<file path="config.mk">
export PLATFORM = sky130hd
export DESIGN_NAME = conveyor_mode_motor_drive
export DESIGN_NICKNAME = d
export VERILOG_FILES = /design/src/hdl/cmmd_pkg.sv /design/src/hdl/cmmd_cfg.sv /design/src/hdl/cmmd_ctrl.sv /design/src/hdl/conveyor_mode_motor_drive.sv
export SDC_FILE = /design/constraint.sdc
export NUM_CORES = 1
export LEC_CHECK = 0
export BUFFER_PORTS_ARGS = -buffer_cell sky130_fd_sc_hd__clkbuf_2
export CORE_UTILIZATION = 60
export CTS_CLUSTER_SIZE = 10
export DETAILED_ROUTE_END_ITERATION = 6
export GPL_ROUTABILITY_DRIVEN = 0
export HOLD_SLACK_MARGIN = 0.06
export PLACE_DENSITY_LB_ADDON = 0.08
export SLEW_MARGIN = 20
export SYNTH_ARGS = -nofsm -noshare
export SYNTH_HDL_FRONTEND = slang
export SYNTH_SLANG_ARGS = --single-unit
</file>
<file path="constraint.sdc">
create_clock -name clk -period 21.2 [get_ports clk]
set_clock_uncertainty 0.15 [all_clocks]
set_input_delay 2.12 -clock clk [delete_from_list [all_inputs] [get_ports clk]]
set_output_delay 2.12 -clock clk [all_outputs]
set_load 0.005 [all_outputs]
</file>
<file path="src/hdl/cmmd_pkg.sv">
// package for the conveyor mode and motor drive block
// types, mode codes, symbol codes and the speed/duty arithmetic helpers
// no dependencies
`timescale 1ns / 1ps
`default_nettype none

package cmmd_pkg;

    localparam int RAW_W   = 10;
    localparam int SPEED_W = 8;
    localparam int DUTY_W  = 8;
    localparam int SYM_W   = 2;
    localparam int CFG_IDX_W = 2;

    localparam logic [RAW_W-1:0] CENTRE_RESET    = 10'd512;
    localparam logic [RAW_W-1:0] DEAD_ZONE_RESET = 10'd50;

    // register indexes of the configuration port
    localparam logic [CFG_IDX_W-1:0] CFG_CENTRE    = 2'd0;
    localparam logic [CFG_IDX_W-1:0] CFG_DEAD_ZONE = 2'd1;

    localparam logic [SYM_W-1:0] SYM_DASH    = 2'd0;
    localparam logic [SYM_W-1:0] SYM_ACTIVE  = 2'd1;
    localparam logic [SYM_W-1:0] SYM_FORWARD = 2'd2;
    localparam logic [SYM_W-1:0] SYM_REVERSE = 2'd3;

    localparam logic signed [SPEED_W-1:0] SPEED_LO = -8'sd100;
    localparam logic signed [SPEED_W-1:0] SPEED_HI = 8'sd100;

    typedef enum logic [1:0] {
        MODE_IDLE   = 2'd0,
        MODE_ARMED  = 2'd1,
        MODE_MANUAL = 2'd2,
        MODE_HOLD   = 2'd3
    } mode_t;

    typedef struct packed {
        logic [RAW_W-1:0] joystick_raw;
        logic             click;
        logic             long_press;
    } in_item_t;

    typedef struct packed {
        logic [DUTY_W-1:0]         duty_forward;
        logic [DUTY_W-1:0]         duty_reverse;
        logic signed [SPEED_W-1:0] speed_pct;
        logic [SYM_W-1:0]          symbol_id;
        logic                      running;
    } out_item_t;

    typedef struct packed {
        logic [RAW_W-1:0] centre;
        logic [RAW_W-1:0] dead_zone;
    } cfg_t;

    // raw*200/1023 - 100; quotient by 1023 is x>>10 plus at most one correction
    function automatic logic signed [SPEED_W-1:0] raw_to_pct(input logic [RAW_W-1:0] raw);
        logic [17:0] x;
        logic [7:0]  q0;
        logic [17:0] r;
        logic [7:0]  q;
        logic [8:0]  p;
        x  = ({8'd0, raw} << 7) + ({8'd0, raw} << 6) + ({8'd0, raw} << 3);
        q0 = x[17:10];
        r  = x - {q0, 10'd0} + {10'd0, q0};
        q  = (r >= 18'd1023) ? q0 + 8'd1 : q0;
        p  = {1'b0, q} - 9'd100;
        return p[SPEED_W-1:0];
    endfunction

    // mag*255/100 with mag in 0..100; /100 as multiply by 5243 and shift by 19
    function automatic logic [DUTY_W-1:0] pct_to_duty(input logic [6:0] mag);
        logic [14:0] x;
        logic [27:0] prod;
        x    = ({8'd0, mag} << 8) - {8'd0, mag};
        prod = {13'd0, x} * 28'd5243;
        return prod[26:19];
    endfunction

    function automatic logic [SYM_W-1:0] symbol_of(input logic signed [SPEED_W-1:0] s);
        if (s > 0)
            return SYM_FORWARD;
        else if (s < 0)
            return SYM_REVERSE;
        return SYM_ACTIVE;
    endfunction

endpackage

`default_nettype wire

</file>
<file path="src/hdl/cmmd_cfg.sv">
// configuration registers: joystick centre and dead zone
// depends on cmmd_pkg
`timescale 1ns / 1ps
`default_nettype none

module cmmd_cfg
    import cmmd_pkg::*;
(
    input  wire logic                 clk,
    input  wire logic                 rst_n,
    input  wire logic                 wr_en,
    input  wire logic [CFG_IDX_W-1:0] wr_index,
    input  wire logic [RAW_W-1:0]     wr_data,
    output cfg_t                      cfg
);

    logic [RAW_W-1:0] centre_reg;
    logic [RAW_W-1:0] dead_zone_reg;

    always_ff @(posedge clk or negedge rst_n)
    begin
        if (!rst_n)
        begin
            centre_reg    <= CENTRE_RESET;
            dead_zone_reg <= DEAD_ZONE_RESET;
        end
        else if (wr_en)
        begin
            // unknown indexes fall through and change nothing
            case (wr_index)
                CFG_CENTRE:    centre_reg    <= wr_data;
                CFG_DEAD_ZONE: dead_zone_reg <= wr_data;
                default:       ;
            endcase
        end
    end

    assign cfg = {centre_reg, dead_zone_reg};

endmodule

`default_nettype wire

</file>
<file path="src/hdl/cmmd_ctrl.sv">
// mode state machine, held speed and per-tick result logic
// depends on cmmd_pkg
`timescale 1ns / 1ps
`default_nettype none

module cmmd_ctrl
    import cmmd_pkg::*;
(
    input  wire logic     clk,
    input  wire logic     rst_n,
    input  wire logic     step,
    input  wire in_item_t item,
    input  wire cfg_t     cfg,
    output out_item_t     result
);

    mode_t                     mode_reg, mode_next;
    logic signed [SPEED_W-1:0] held_speed_reg, held_speed_next;

    logic [RAW_W:0]            diff;
    logic [RAW_W-1:0]          zone_dist;
    logic                      outside;
    logic signed [SPEED_W-1:0] manual_speed;
    logic signed [SPEED_W-1:0] speed;
    logic [SYM_W-1:0]          sym;
    logic [6:0]                mag;

    always_ff @(posedge clk or negedge rst_n)
    begin
        if (!rst_n)
        begin
            mode_reg       <= MODE_IDLE;
            held_speed_reg <= '0;
        end
        else if (step)
        begin
            mode_reg       <= mode_next;
            held_speed_reg <= held_speed_next;
        end
    end

    // exact |raw - centre| with one extra bit for the borrow
    always_comb
    begin
        diff      = {1'b0, item.joystick_raw} - {1'b0, cfg.centre};
        zone_dist = diff[RAW_W] ? (cfg.centre - item.joystick_raw) : diff[RAW_W-1:0];
        outside   = zone_dist > cfg.dead_zone;
    end

    assign manual_speed = raw_to_pct(item.joystick_raw);

    always_comb
    begin
        mode_next       = mode_reg;
        held_speed_next = held_speed_reg;
        speed           = '0;
        sym             = SYM_DASH;
        case (mode_reg)
            MODE_IDLE:
            begin
                if (item.long_press)
                    mode_next = MODE_ARMED;
            end
            MODE_ARMED:
            begin
                sym = SYM_ACTIVE;
                if (item.long_press)
                    mode_next = MODE_IDLE;
                else if (outside)
                    mode_next = MODE_MANUAL;
            end
            MODE_MANUAL:
            begin
                speed = manual_speed;
                sym   = symbol_of(manual_speed);
                if (item.long_press)
                    mode_next = MODE_IDLE;
                else if (item.click)
                begin
                    held_speed_next = manual_speed;
                    mode_next       = MODE_HOLD;
                end
                else if (!outside)
                    mode_next = MODE_ARMED;
            end
            MODE_HOLD:
            begin
                speed = held_speed_reg;
                sym   = symbol_of(held_speed_reg);
                if (item.long_press)
                    mode_next = MODE_IDLE;
                else if (item.click)
                    mode_next = MODE_MANUAL;
            end
            default:
            begin
                mode_next = MODE_IDLE;
            end
        endcase
    end

    assign mag = speed[SPEED_W-1] ? 7'(-speed) : speed[6:0];

    always_comb
    begin
        result.duty_forward = '0;
        result.duty_reverse = '0;
        if (speed > 0)
            result.duty_forward = pct_to_duty(mag);
        else if (speed < 0)
            result.duty_reverse = pct_to_duty(mag);
        result.speed_pct = speed;
        result.symbol_id = sym;
        result.running   = (mode_next != MODE_IDLE);
    end

`ifndef NO_ASSERTIONS
    a_held_range: assert property (@(posedge clk) disable iff (!rst_n)
        held_speed_reg >= SPEED_LO && held_speed_reg <= SPEED_HI)
        else $error("held speed out of range");

    a_idle_arms: assert property (@(posedge clk) disable iff (!rst_n)
        step && item.long_press && mode_reg == MODE_IDLE |=> mode_reg == MODE_ARMED)
        else $error("long press in idle did not arm");

    a_hold_resume: assert property (@(posedge clk) disable iff (!rst_n)
        step && item.click && !item.long_press && mode_reg == MODE_HOLD
        |=> mode_reg == MODE_MANUAL)
        else $error("click in hold did not resume manual");
`endif

endmodule

`default_nettype wire

</file>
<file path="src/hdl/conveyor_mode_motor_drive.sv">
// top level of the conveyor mode and motor drive block
// depends on cmmd_pkg, cmmd_cfg, cmmd_ctrl
//
//  channel   signals                          direction  content
//  in        in_valid/in_ready/in_data         sink      joystick sample, click, long press
//  out       out_valid/out_ready/out_data      source    duties, speed, symbol, running
//  cfg       cfg_valid/cfg_ready/cfg_index/... sink      centre (0) and dead zone (1)
//
// one request per cycle sustained while the result side is ready; a request passes through two registers
// the input register feeds one pass of mode and speed logic into the result register
// mode and held speed update when a request moves from the input to the result register
// a stalled result holds the result register and a full input register; reset returns to idle, centre 512, dead zone 50
`timescale 1ns / 1ps
`default_nettype none

module conveyor_mode_motor_drive
    import cmmd_pkg::*;
(
    input  wire logic                 clk,
    input  wire logic                 rst_n,
    input  wire logic                 in_valid,
    output logic                      in_ready,
    input  wire in_item_t             in_data,
    output logic                      out_valid,
    input  wire logic                 out_ready,
    output out_item_t                 out_data,
    input  wire logic                 cfg_valid,
    output logic                      cfg_ready,
    input  wire logic [CFG_IDX_W-1:0] cfg_index,
    input  wire logic [RAW_W-1:0]     cfg_data
);

    logic      a_valid_reg, a_valid_next;
    in_item_t  a_item_reg;
    logic      out_valid_reg, out_valid_next;
    out_item_t out_item_reg;
    logic      advance_out;
    logic      move;
    logic      in_accept;
    cfg_t      cfg;
    out_item_t result;

    assign cfg_ready   = 1'b1;
    assign advance_out = !out_valid_reg || out_ready;
    assign move        = a_valid_reg && advance_out;
    assign in_ready    = !a_valid_reg || advance_out;
    assign in_accept   = in_valid && in_ready;

    cmmd_cfg u_cfg (
        .clk      (clk),
        .rst_n    (rst_n),
        .wr_en    (cfg_valid && cfg_ready),
        .wr_index (cfg_index),
        .wr_data  (cfg_data),
        .cfg      (cfg)
    );

    cmmd_ctrl u_ctrl (
        .clk    (clk),
        .rst_n  (rst_n),
        .step   (move),
        .item   (a_item_reg),
        .cfg    (cfg),
        .result (result)
    );

    always_comb
    begin
        if (in_accept)
            a_valid_next = 1'b1;
        else if (advance_out)
            a_valid_next = 1'b0;
        else
            a_valid_next = a_valid_reg;

        if (move)
            out_valid_next = 1'b1;
        else if (out_ready)
            out_valid_next = 1'b0;
        else
            out_valid_next = out_valid_reg;
    end

    always_ff @(posedge clk or negedge rst_n)
    begin
        if (!rst_n)
        begin
            a_valid_reg   <= 1'b0;
            out_valid_reg <= 1'b0;
        end
        else
        begin
            a_valid_reg   <= a_valid_next;
            out_valid_reg <= out_valid_next;
        end
    end

    always_ff @(posedge clk)
    begin
        if (in_accept)
            a_item_reg <= in_data;
        if (move)
            out_item_reg <= result;
    end

    assign out_valid = out_valid_reg;
    assign out_data  = out_item_reg;

`ifndef NO_ASSERTIONS
    a_one_direction: assert property (@(posedge clk) disable iff (!rst_n)
        out_valid_reg |-> !(out_item_reg.duty_forward != '0 && out_item_reg.duty_reverse != '0))
        else $error("forward and reverse duty both driven");

    a_forward_sign: assert property (@(posedge clk) disable iff (!rst_n)
        out_valid_reg && out_item_reg.symbol_id == SYM_FORWARD
        |-> out_item_reg.speed_pct > 0 && out_item_reg.duty_forward != '0)
        else $error("forward symbol without forward speed");

    a_dash_stopped: assert property (@(posedge clk) disable iff (!rst_n)
        out_valid_reg && out_item_reg.symbol_id == SYM_DASH
        |-> out_item_reg.speed_pct == 0 && out_item_reg.duty_reverse == '0)
        else $error("idle symbol with nonzero drive");
`endif

endmodule

`default_nettype wire

</file>
### After elaboration in Yosys (flattened, before gate mapping)

Index checks and enable logic that the tools add are counted.

| word-level totals | value |
|---|---|
| flip-flop bits (word level) | 71 |
| input port bits | 29 |
| output and inout bits | 30 |

| operators by class | value |
|---|---|
| $add $sub $neg | 10 |
| multipliers | 1 |
| order comparisons | 8 |
| equal/unequal tests | 4 |
| mux-type cells | 30 |
| bitwise operators | 2 |
| reduce and logical (&&, ||, !) cells | 15 |

Operators with widths:

| operator | count |
|---|---|
| 2-bit 2-to-1 mux | 14 |
| 15-bit by 13-bit multiplier with 27-bit output (second input constant) | 1 |
| 8-bit by 1-bit > comparator with 1-bit output (second input constant) | 3 |
| 8-bit by 1-bit less-than comparator with 1-bit output (second input constant) | 3 |
| 17-bit by 16-bit adder with 18-bit output | 1 |
| 18-bit by 13-bit adder with 18-bit output | 1 |
| 18-bit by 8-bit adder with 18-bit output | 1 |
| 18-bit by 10-bit >= comparator with 1-bit output (second input constant) | 1 |
| 18-bit subtractor | 1 |
| 8-bit one-hot mux with 2 select lines | 1 |
| 15-bit by 7-bit subtractor with 15-bit output | 1 |
| 10-bit by 10-bit subtractor with 11-bit output | 1 |
| 10-bit > comparator | 1 |
| 1-bit 2-to-1 mux | 10 |
| 10-bit 2-to-1 mux | 1 |
| 10-bit subtractor | 1 |
| 8-bit by 1-bit adder with 8-bit output (second input constant) | 1 |
| 8-bit 2-to-1 mux | 1 |
| 2-bit one-hot mux with 4 select lines | 1 |
| 8-bit by 7-bit subtractor with 8-bit output (second input constant) | 1 |
| 7-bit 2-to-1 mux | 1 |
| 7-bit negator | 1 |
| 2-bit one-hot mux with 3 select lines | 1 |
| 2-bit nonzero test | 3 |
| other kinds (10) | 18 |

### Depth between registers and ports, before layout

Gate-level depths: netlist of run 1.

| depth | value |
|---|---|
| depth in word-level cells | 13 |
| mapped depth | 59 |
| depth with buffers taken out | 56 |

### By module

A second synthesis of run 1 with hierarchy kept.

| unflattened totals | value |
|---|---|
| cell total of the unflattened synthesis | 1000 |
| area total of the unflattened synthesis | 9653.0 sq um |

By module, submodules not included:

| module | instances | cells each | area each (sq um) | sequential area each (sq um) |
|---|---|---|---|---|
| cmmd_ctrl | 1 | 907 | 7556.0 | 250.2 |
| conveyor_mode_motor_drive | 1 | 49 | 1286.2 | 1221.2 |
| cmmd_cfg | 1 | 44 | 810.8 | 505.5 |

### Worst setup path before layout of run 1

Ideal clock, no wire load.

| path | value |
|---|---|
| path type | register -> register |
| from | register a_item_reg[3] (netlist name) |
| to | register out_item_reg, in the netlist out_data[26] (data pin) |
| setup time | 0.152 ns |
| data arrival time | 12.143 ns |
| required time | 20.898 ns |
| slack | 8.756 ns |
| cell stages (with the launch flop) | 56 |
| cells stage by stage | edfxtp_1 -> fa_1 -> ha_1 -> fa_1 -> a21o_1 -> a2bb2oi_1 -> a21oi_1 -> nor2_1 -> xor2_1 -> clkbuf_1 -> ha_1 -> inv_1 -> ha_1 -> and4b_1 -> o211a_1 -> nor3_4 -> a211oi_1 -> a2111o_1 -> (+20 left out) -> fa_1 -> fa_1 -> inv_1 -> fa_1 -> inv_1 -> ha_1 -> o21ai_0 -> a211oi_1 -> o31a_1 -> a31oi_1 -> a21oi_1 -> and2_1 -> o21a_1 -> o21a_1 -> o21a_1 -> o211a_1 -> or2_2 -> mux2i_1 |

| on the way | value |
|---|---|
| word-level cells in the longest chain between the ends | 12 |
| elaborated cells on any way between the ends | 14 |
| classes of those cells | 8 x add/sub; 1 x mul; 2 x order compare; 3 x mux |

Ends and longest elaborated chain:

| what | RTL line | text |
|---|---|---|
| start, declared | conveyor_mode_motor_drive.sv:34 | `in_item_t a_item_reg;` |
| start signal, assigned | conveyor_mode_motor_drive.sv:101 | `a_item_reg <= in_data;` |
| 17-bit by 16-bit adder with 18-bit output | cmmd_pkg.sv:63 | `x = ({8'd0, raw} << 7) + ({8'd0, raw} << 6) + ({8'd0, raw} << 3);` |
| 18-bit by 13-bit adder with 18-bit output * | cmmd_pkg.sv:63 |  |
| 18-bit subtractor | cmmd_pkg.sv:65 | `r = x - {q0, 10'd0} + {10'd0, q0};` |
| 18-bit by 8-bit adder with 18-bit output | cmmd_pkg.sv:65 |  |
| 18-bit by 10-bit >= comparator with 1-bit output | cmmd_pkg.sv:66 | `q = (r >= 18'd1023) ? q0 + 8'd1 : q0;` |
| 8-bit 2-to-1 mux * | cmmd_pkg.sv:66 |  |
| 8-bit by 7-bit subtractor with 8-bit output * | cmmd_pkg.sv:67 | `p = {1'b0, q} - 9'd100;` |
| net u_ctrl.manual_speed[2] | cmmd_ctrl.sv:23 | `logic signed [SPEED_W-1:0] manual_speed;` |
| 8-bit one-hot mux with 2 select lines * | cmmd_ctrl.sv:58 | `case (mode_reg)` |
| 7-bit negator | cmmd_ctrl.sv:102 | `assign mag = speed[SPEED_W-1] ? 7'(-speed) : speed[6:0];` |
| 7-bit 2-to-1 mux | cmmd_ctrl.sv:102 |  |
| 15-bit by 7-bit subtractor with 15-bit output | cmmd_pkg.sv:75 | `x = ({8'd0, mag} << 8) - {8'd0, mag};` |
| 15-bit by 13-bit multiplier with 27-bit output | cmmd_pkg.sv:76 | `prod = {13'd0, x} * 28'd5243;` |
| end signal, assigned | conveyor_mode_motor_drive.sv:103 | `out_item_reg <= result;` |
| end, declared | conveyor_mode_motor_drive.sv:36 | `out_item_t out_item_reg;` |

The timed path passes the listed nets; every way through them passes the cells marked *.
A chain may end at the register's enable or synchronous reset.

### Final worst setup path of run 1

Same ends and word-level chain as after synthesis.

==> summary.md, run 1 <==
| Metric | Value |
|---|---|
| Post-route setup slack | 7410 ps |
| Delay of the slowest cell on the worst path | 600 ps |
| Worst setup path category | reg -> reg |
| Routed wire length | 21700 um |
| Number of diodes | 0 |
| Total via count in the routed design | 7626 |
| Final total negative setup slack | 0 ps |
| Fin. Hold Viols | 0 |
| Die ar. | 17000 sq um |
| Multi-input combinational cell area | 7100 sq um |
| Cell area after layout | 10700 sq um |
| Number of flops mapped to enable cells by yosys | 39 |
| Final HPWL DP | 18000 um |
| Max_cap viols | 0 |
| Post-cts hold buffer count | 0 |
| FILL cells | 1334 |
| Number of warnings printed during yosys synthesis | 0 |
| Internal reg-to-reg setup slack | 7410 ps |
| HP Class | reg -> reg |
| TritonRoute pass-1 iters | 5 |
| Worst setup path startpoint | a_item_reg[3] |
| Setup repair after global routing missed its margin | false |
| Die Span Y | 130 um |
| Number of flip-flops and latches in the synthesized netlist | 71 |
| # clock sinks | 71 |
| Final Non-Filler Cells | 1331 |
| FF-to-FF End | out_data[26] |
| Total Routing Usage GR | 27.6% |
| Resized cells post-CTS | 0 |
| TritonCTS Buffers | 9 |
| Outcome | finished clean |
| Residual antenna-violating net count after detailed routing | 0 |
| TritonCTS clock tree | built |
| Initial Util | 61.9% |
| Critical path's slowest cell | xor2_1 |
| Worst setup timing slack at the placement stage | 7550 ps |
| Period minus WS final | 13790 ps |
| Starting DRT DRC Count | 474 |
| Clock transition at the registers of the reported paths | 60 ps |
| Maximum operating frequency | 0.0725 GHz |
| Max Slew Vio Count | 0 |
| Layout area overhead | 8.42% |
| Critical Path End Type | flop |
| Number of port buffers | 57 |
| Post-synthesis instance area | 9900 sq um |
| Post-CTS repair timing setup buffer count | 0 |
| Syn_area_per_cell | 9.36 sq um |
| Flip-flop cell with the highest count after synthesis | edfxtp_1 |
| # nets final | 1377 |
| First-pass GRT wire length | 36000 um |
| Largest fanout on the critical path | 20 |
| Via count normalized by instance count | 5.73 |
| Proportion of register bits with asynchronous set or reset after synthesis | 45.1% |
| Cells after Synth | 1058 |
| Timing endpoint of the critical path | out_data[26] |
| Vias in the first global route | 7305 |
| Rows | 46 |
| Slew at the pin with the worst max-slew slack | 896 ps |
| Worst reg-to-reg path cell count | 52 |
| Count of endpoints failing setup in the final report | 0 |
| Core box area | 16000 sq um |
| I/O Pins | 59 |
| Antenna violations before repair | 0 |
| Remaining max-slew budget at the tightest pin | 40.3% |
| Number of remaining DRC errors | 0 |
| Routed wire per std cell | 16.3 um |
| Maximum number of pins on one net before global-route repair | 33 |
| Count of cell types in the netlist | 88 |
| Overall die width | 130 um |
| Ratio of final minimum period to clock period | 65.1% |
| Maximum clock insertion buffer count | 2 |
| Data arrival time of the critical path | 13840 ps |
| Leftover overflow at the end of global routing | 0 |
| Layout cells sized above 1 | 12.0% |
| Worst Path Required | 21240 ps |
| Placed cell count | 1315 |
| Register area | 1980 sq um |
| Number of levels in the clock H-tree | 3 |
| Worst-skew pair later-pin latency | 350 ps |
| Post-synth net total | 1325 |
| Standard cell area after detailed placement | 10400 sq um |
| CTS root buffer | clkbuf_16 |
| Number of flip-flops in the largest register | 27 |
| Sequential fraction of the synthesis area | 20.0% |
| Worst Setup Start Kind | flop |
| R2r startpoint | a_item_reg[3] |
## cells in the final DEF, fill, tap and decap left out, types with 28 or more instances in the layout
master,instances
edfxtp_1,39
fa_1,74
clkbuf_2,57
inv_1,187
nor2_1,55
o21ai_0,38
ha_1,164
a21oi_1,46
xnor2_1,37
dfrtp_1,28
nand2_1,63
## critical path: cells and delay by family, from the launching register on
family          cells  cell delay (ps)
simple gates       10             2010
compound gates     18             3890
buf+inv             7              630
fa+ha+maj          12             4700
mux                 1              130
xor+xnor            4             1590
flops               1              510
## cell type report
cell class	count	share of cell area, %
Clock inverter	3	0.431
Multi-Input combinational cell	771	66.2
Inverter	194	6.78
Clock buffer	13	2.62
Timing Repair Buffer	63	3.08
Sequential cell	71	18.4
Tap cell	216	2.52
## metrics by stage
stage / util [%] / hold WS, ps
CTS: 67.1 / 345
global placement: 65.0 / 318
finish: 67.1 / 344
floorplan: - / 295
global route: 67.1 / 376
detailed placement: 65.0 / 330
## worst min-delay path by stage
stage	start	to	slack, ps	cells after the start
after floorplan	u_ctrl.held_speed_reg[4]	u_ctrl.held_speed_reg[4]	290	2
final	a_valid_reg	out_valid	340	1
after global placement	u_ctrl.held_speed_reg[4]	u_ctrl.held_speed_reg[4]	320	2
after global routing	u_cfg.dead_zone_reg[3]	u_cfg.dead_zone_reg[3]	380	1
after CTS	a_valid_reg	out_valid	340	1
after detailed placement	u_ctrl.held_speed_reg[4]	u_ctrl.held_speed_reg[4]	330	2
## Yosys cell counts, drive strengths merged (22+ instances only)
library cell  number  area share [%]
inv              190             7.2
ha               164              21
fa                74              15
nand2             63             2.4
nor2              57             2.2
a21oi             47             2.4
edfxtp            39              12
o21ai             39             2.0
xnor2             39             3.7
dfrtp             28             7.1
a21o              22             1.7
nor3              22             1.6
## per-layer routing
layer / vias up / wire length (um) / global-route usage (%)
met5: - / 0 / 0
met4: 0 / 210 / 5.07
met3: 20 / 1230 / 4.28
met2: 219 / 9620 / 43.4
met1: 3652 / 10600 / 40.6
li1: 3735 / - / -
## cell families (layout without fill, tap and decap cells)
| family | Yosys count | after routing | synth area share (%) |
|---|---|---|---|
| flops | 71 | 71 | 20.0 |
| simple gates | 237 | 237 | 12.4 |
| buf+inv | 216 | 273 | 8.43 |
| compound gates | 206 | 206 | 14.5 |
| xor+xnor | 55 | 55 | 5.32 |
| fa+ha+maj | 238 | 238 | 35.7 |
| other cells | 1 | 1 | 0.0379 |
| mux | 34 | 34 | 3.69 |
Power of run 1 is not shown: default switching activity piles up to over one toggle a cycle in this logic, so the estimate is an artifact.
==> run 2, diff against run 1 <==
==> constraint.sdc (replaced) <==
create_clock -name clk -period 12.7 [get_ports clk]
set_clock_uncertainty 0.15 [all_clocks]
set_input_delay 1.27 -clock clk [delete_from_list [all_inputs] [get_ports clk]]
set_output_delay 1.27 -clock clk [all_outputs]
set_load 0.005 [all_outputs]
==> run 2 against run 1 <==
Effect of this change:
- utilization up 4.2 points
- die area unchanged
- sequential share of layout area down 1.1 points
- first-iteration DRC count up 30%
- setup slack got worse by 7000 ps
- register-to-register slack worse by 7000 ps
- design area grew 6.3%
- final cell count increased by 4.1%
- clock-buffer cell count down 4
- critical path depth decreased by 3
- via count rose by 3.6%
==> summary.md, run 2 (same netlist as run 1, synthesis figures left out) <==
| Metric | Value |
|---|---|
| Die Span Y | 130 um |
| Ratio of final minimum period to clock period | 97.2% |
| Vias in the first global route | 7504 |
| I/O Pins | 59 |
| Rows | 46 |
| Overall die width | 130 um |
| Most common cell after layout, fill and taps aside | inv_1 |
| FF-to-FF End | out_data[26] |
| Critical path's slowest cell | fa_1 |
| Total via count in the routed design | 7904 |
| First-pass GRT wire length | 36600 um |
| Core box area | 16000 sq um |
| Max_cap viols | 0 |
| Period minus WS final | 12340 ps |
| Timing endpoint of the critical path | out_data[26] |
| Data arrival time of the critical path | 12390 ps |
| TritonCTS Buffers | 9 |
| Placed cell count | 1342 |
| TritonRoute pass-1 iters | 5 |
| Worst setup path startpoint | a_item_reg[2] |
| Final total negative setup slack | 0 ps |
| Outcome | finished clean |
| Number of port buffers | 57 |
| TritonCTS clock tree | built |
| Antenna violations before repair | 0 |
| Worst Setup Start Kind | flop |
| Delay of the slowest cell on the worst path | 530 ps |
| Final Non-Filler Cells | 1385 |
| Largest fanout on the critical path | 6 |
| Layout area overhead | 15.2% |
| Layout cells sized above 1 | 19.5% |
| CTS root buffer | clkbuf_16 |
| Die ar. | 17000 sq um |
| Residual antenna-violating net count after detailed routing | 0 |
| Remaining max-slew budget at the tightest pin | 40.2% |
| HP Class | reg -> reg |
| Number of diodes | 0 |
| Worst setup path category | reg -> reg |
| Starting DRT DRC Count | 614 |
| Critical Path End Type | flop |
| Final HPWL DP | 18400 um |
| Count of endpoints failing setup in the final report | 0 |
| R2r startpoint | a_item_reg[2] |
| Number of remaining DRC errors | 0 |
| Routed wire per std cell | 16.8 um |
| Clock transition at the registers of the reported paths | 60 ps |
| Maximum operating frequency | 0.0810 GHz |
| Top library cells by usage in the layout, fill and taps aside | inv_1, ha_1, fa_1 |
| Initial Util | 61.9% |
| # nets final | 1431 |
| Fin. Hold Viols | 0 |
| Total Routing Usage GR | 28.0% |
| Worst Path Required | 12750 ps |
| Leftover overflow at the end of global routing | 0 |
| Maximum number of pins on one net before global-route repair | 33 |
| Routed wire length | 23300 um |
| Via count normalized by instance count | 5.71 |
| Number of flip-flops in the largest register | 27 |
| Worst-skew pair later-pin latency | 350 ps |
| Number of levels in the clock H-tree | 3 |
| Worst reg-to-reg path cell count | 49 |
| Max Slew Vio Count | 0 |
| Internal reg-to-reg setup slack | 360 ps |
| Slew at the pin with the worst max-slew slack | 896 ps |
| Maximum clock insertion buffer count | 2 |
| # clock sinks | 71 |
run 2: area by class of cell:
class | count | area, sq um
multi-input combinational | 771 | 7420
fill | 1272 | 4590
sequential | 71 | 1980
timing repair buffer | 117 | 739
inverter | 194 | 728
tap | 216 | 270
clock buffer | 9 | 225
clock inverter | 7 | 55.1
run 2: per-stage QoR:
step                      util, %  hold WS, ps  setup WS (ps)  area (sq um)
after floorplan                 -          295            256          9900
after global placement       66.3          326            164         10600
after detailed placement     66.3          332           -110         10600
after CTS                    68.1          347           19.7         10900
after global routing         71.3          379           -170         11400
final                        71.3          349            362         11400
run 2: what timing repair did:
action                     4_1_cts  5_1_grt
setup buffers                    0       27
pin swaps                        0       23
gates cloned                     0        0
hold buffers                     0        0
gates resized for setup          1       58
setup endpoints to repair        4       14
run 2: how the worst min path moves through the flow:
stage / start / endpoint / slack (ps) / cells after the start
after global routing: u_ctrl.held_speed_reg[3] / u_ctrl.held_speed_reg[3] / 380 / 2
after detailed placement: u_ctrl.held_speed_reg[3] / u_ctrl.held_speed_reg[3] / 330 / 2
after floorplan: u_ctrl.held_speed_reg[4] / u_ctrl.held_speed_reg[4] / 290 / 2
after CTS: u_ctrl.held_speed_reg[3] / u_ctrl.held_speed_reg[3] / 350 / 2
after global placement: a_valid_reg / out_valid / 330 / 1
final: u_ctrl.held_speed_reg[3] / u_ctrl.held_speed_reg[3] / 350 / 2
run 2: routing by layer:
metal,GRT usage [%],vias up,routed length (um)
li1,-,3848,-
met1,41.2,3773,11000
met2,44.1,252,10600
met3,3.71,31,1300
met4,6.29,0,357
met5,0,-,0
run 2: critical path, delay by kind of cell (launching register included):
kind / cells / cell delay (ps)
multiplexers: 3 / 950
AND/OR/NAND/NOR: 6 / 1410
adder cells (fa/ha/maj): 12 / 4690
AO/OA/AOI/OAI: 19 / 3600
buffers and inverters: 9 / 920
flip-flops: 1 / 420
Power of run 2 is left out for the same reason.
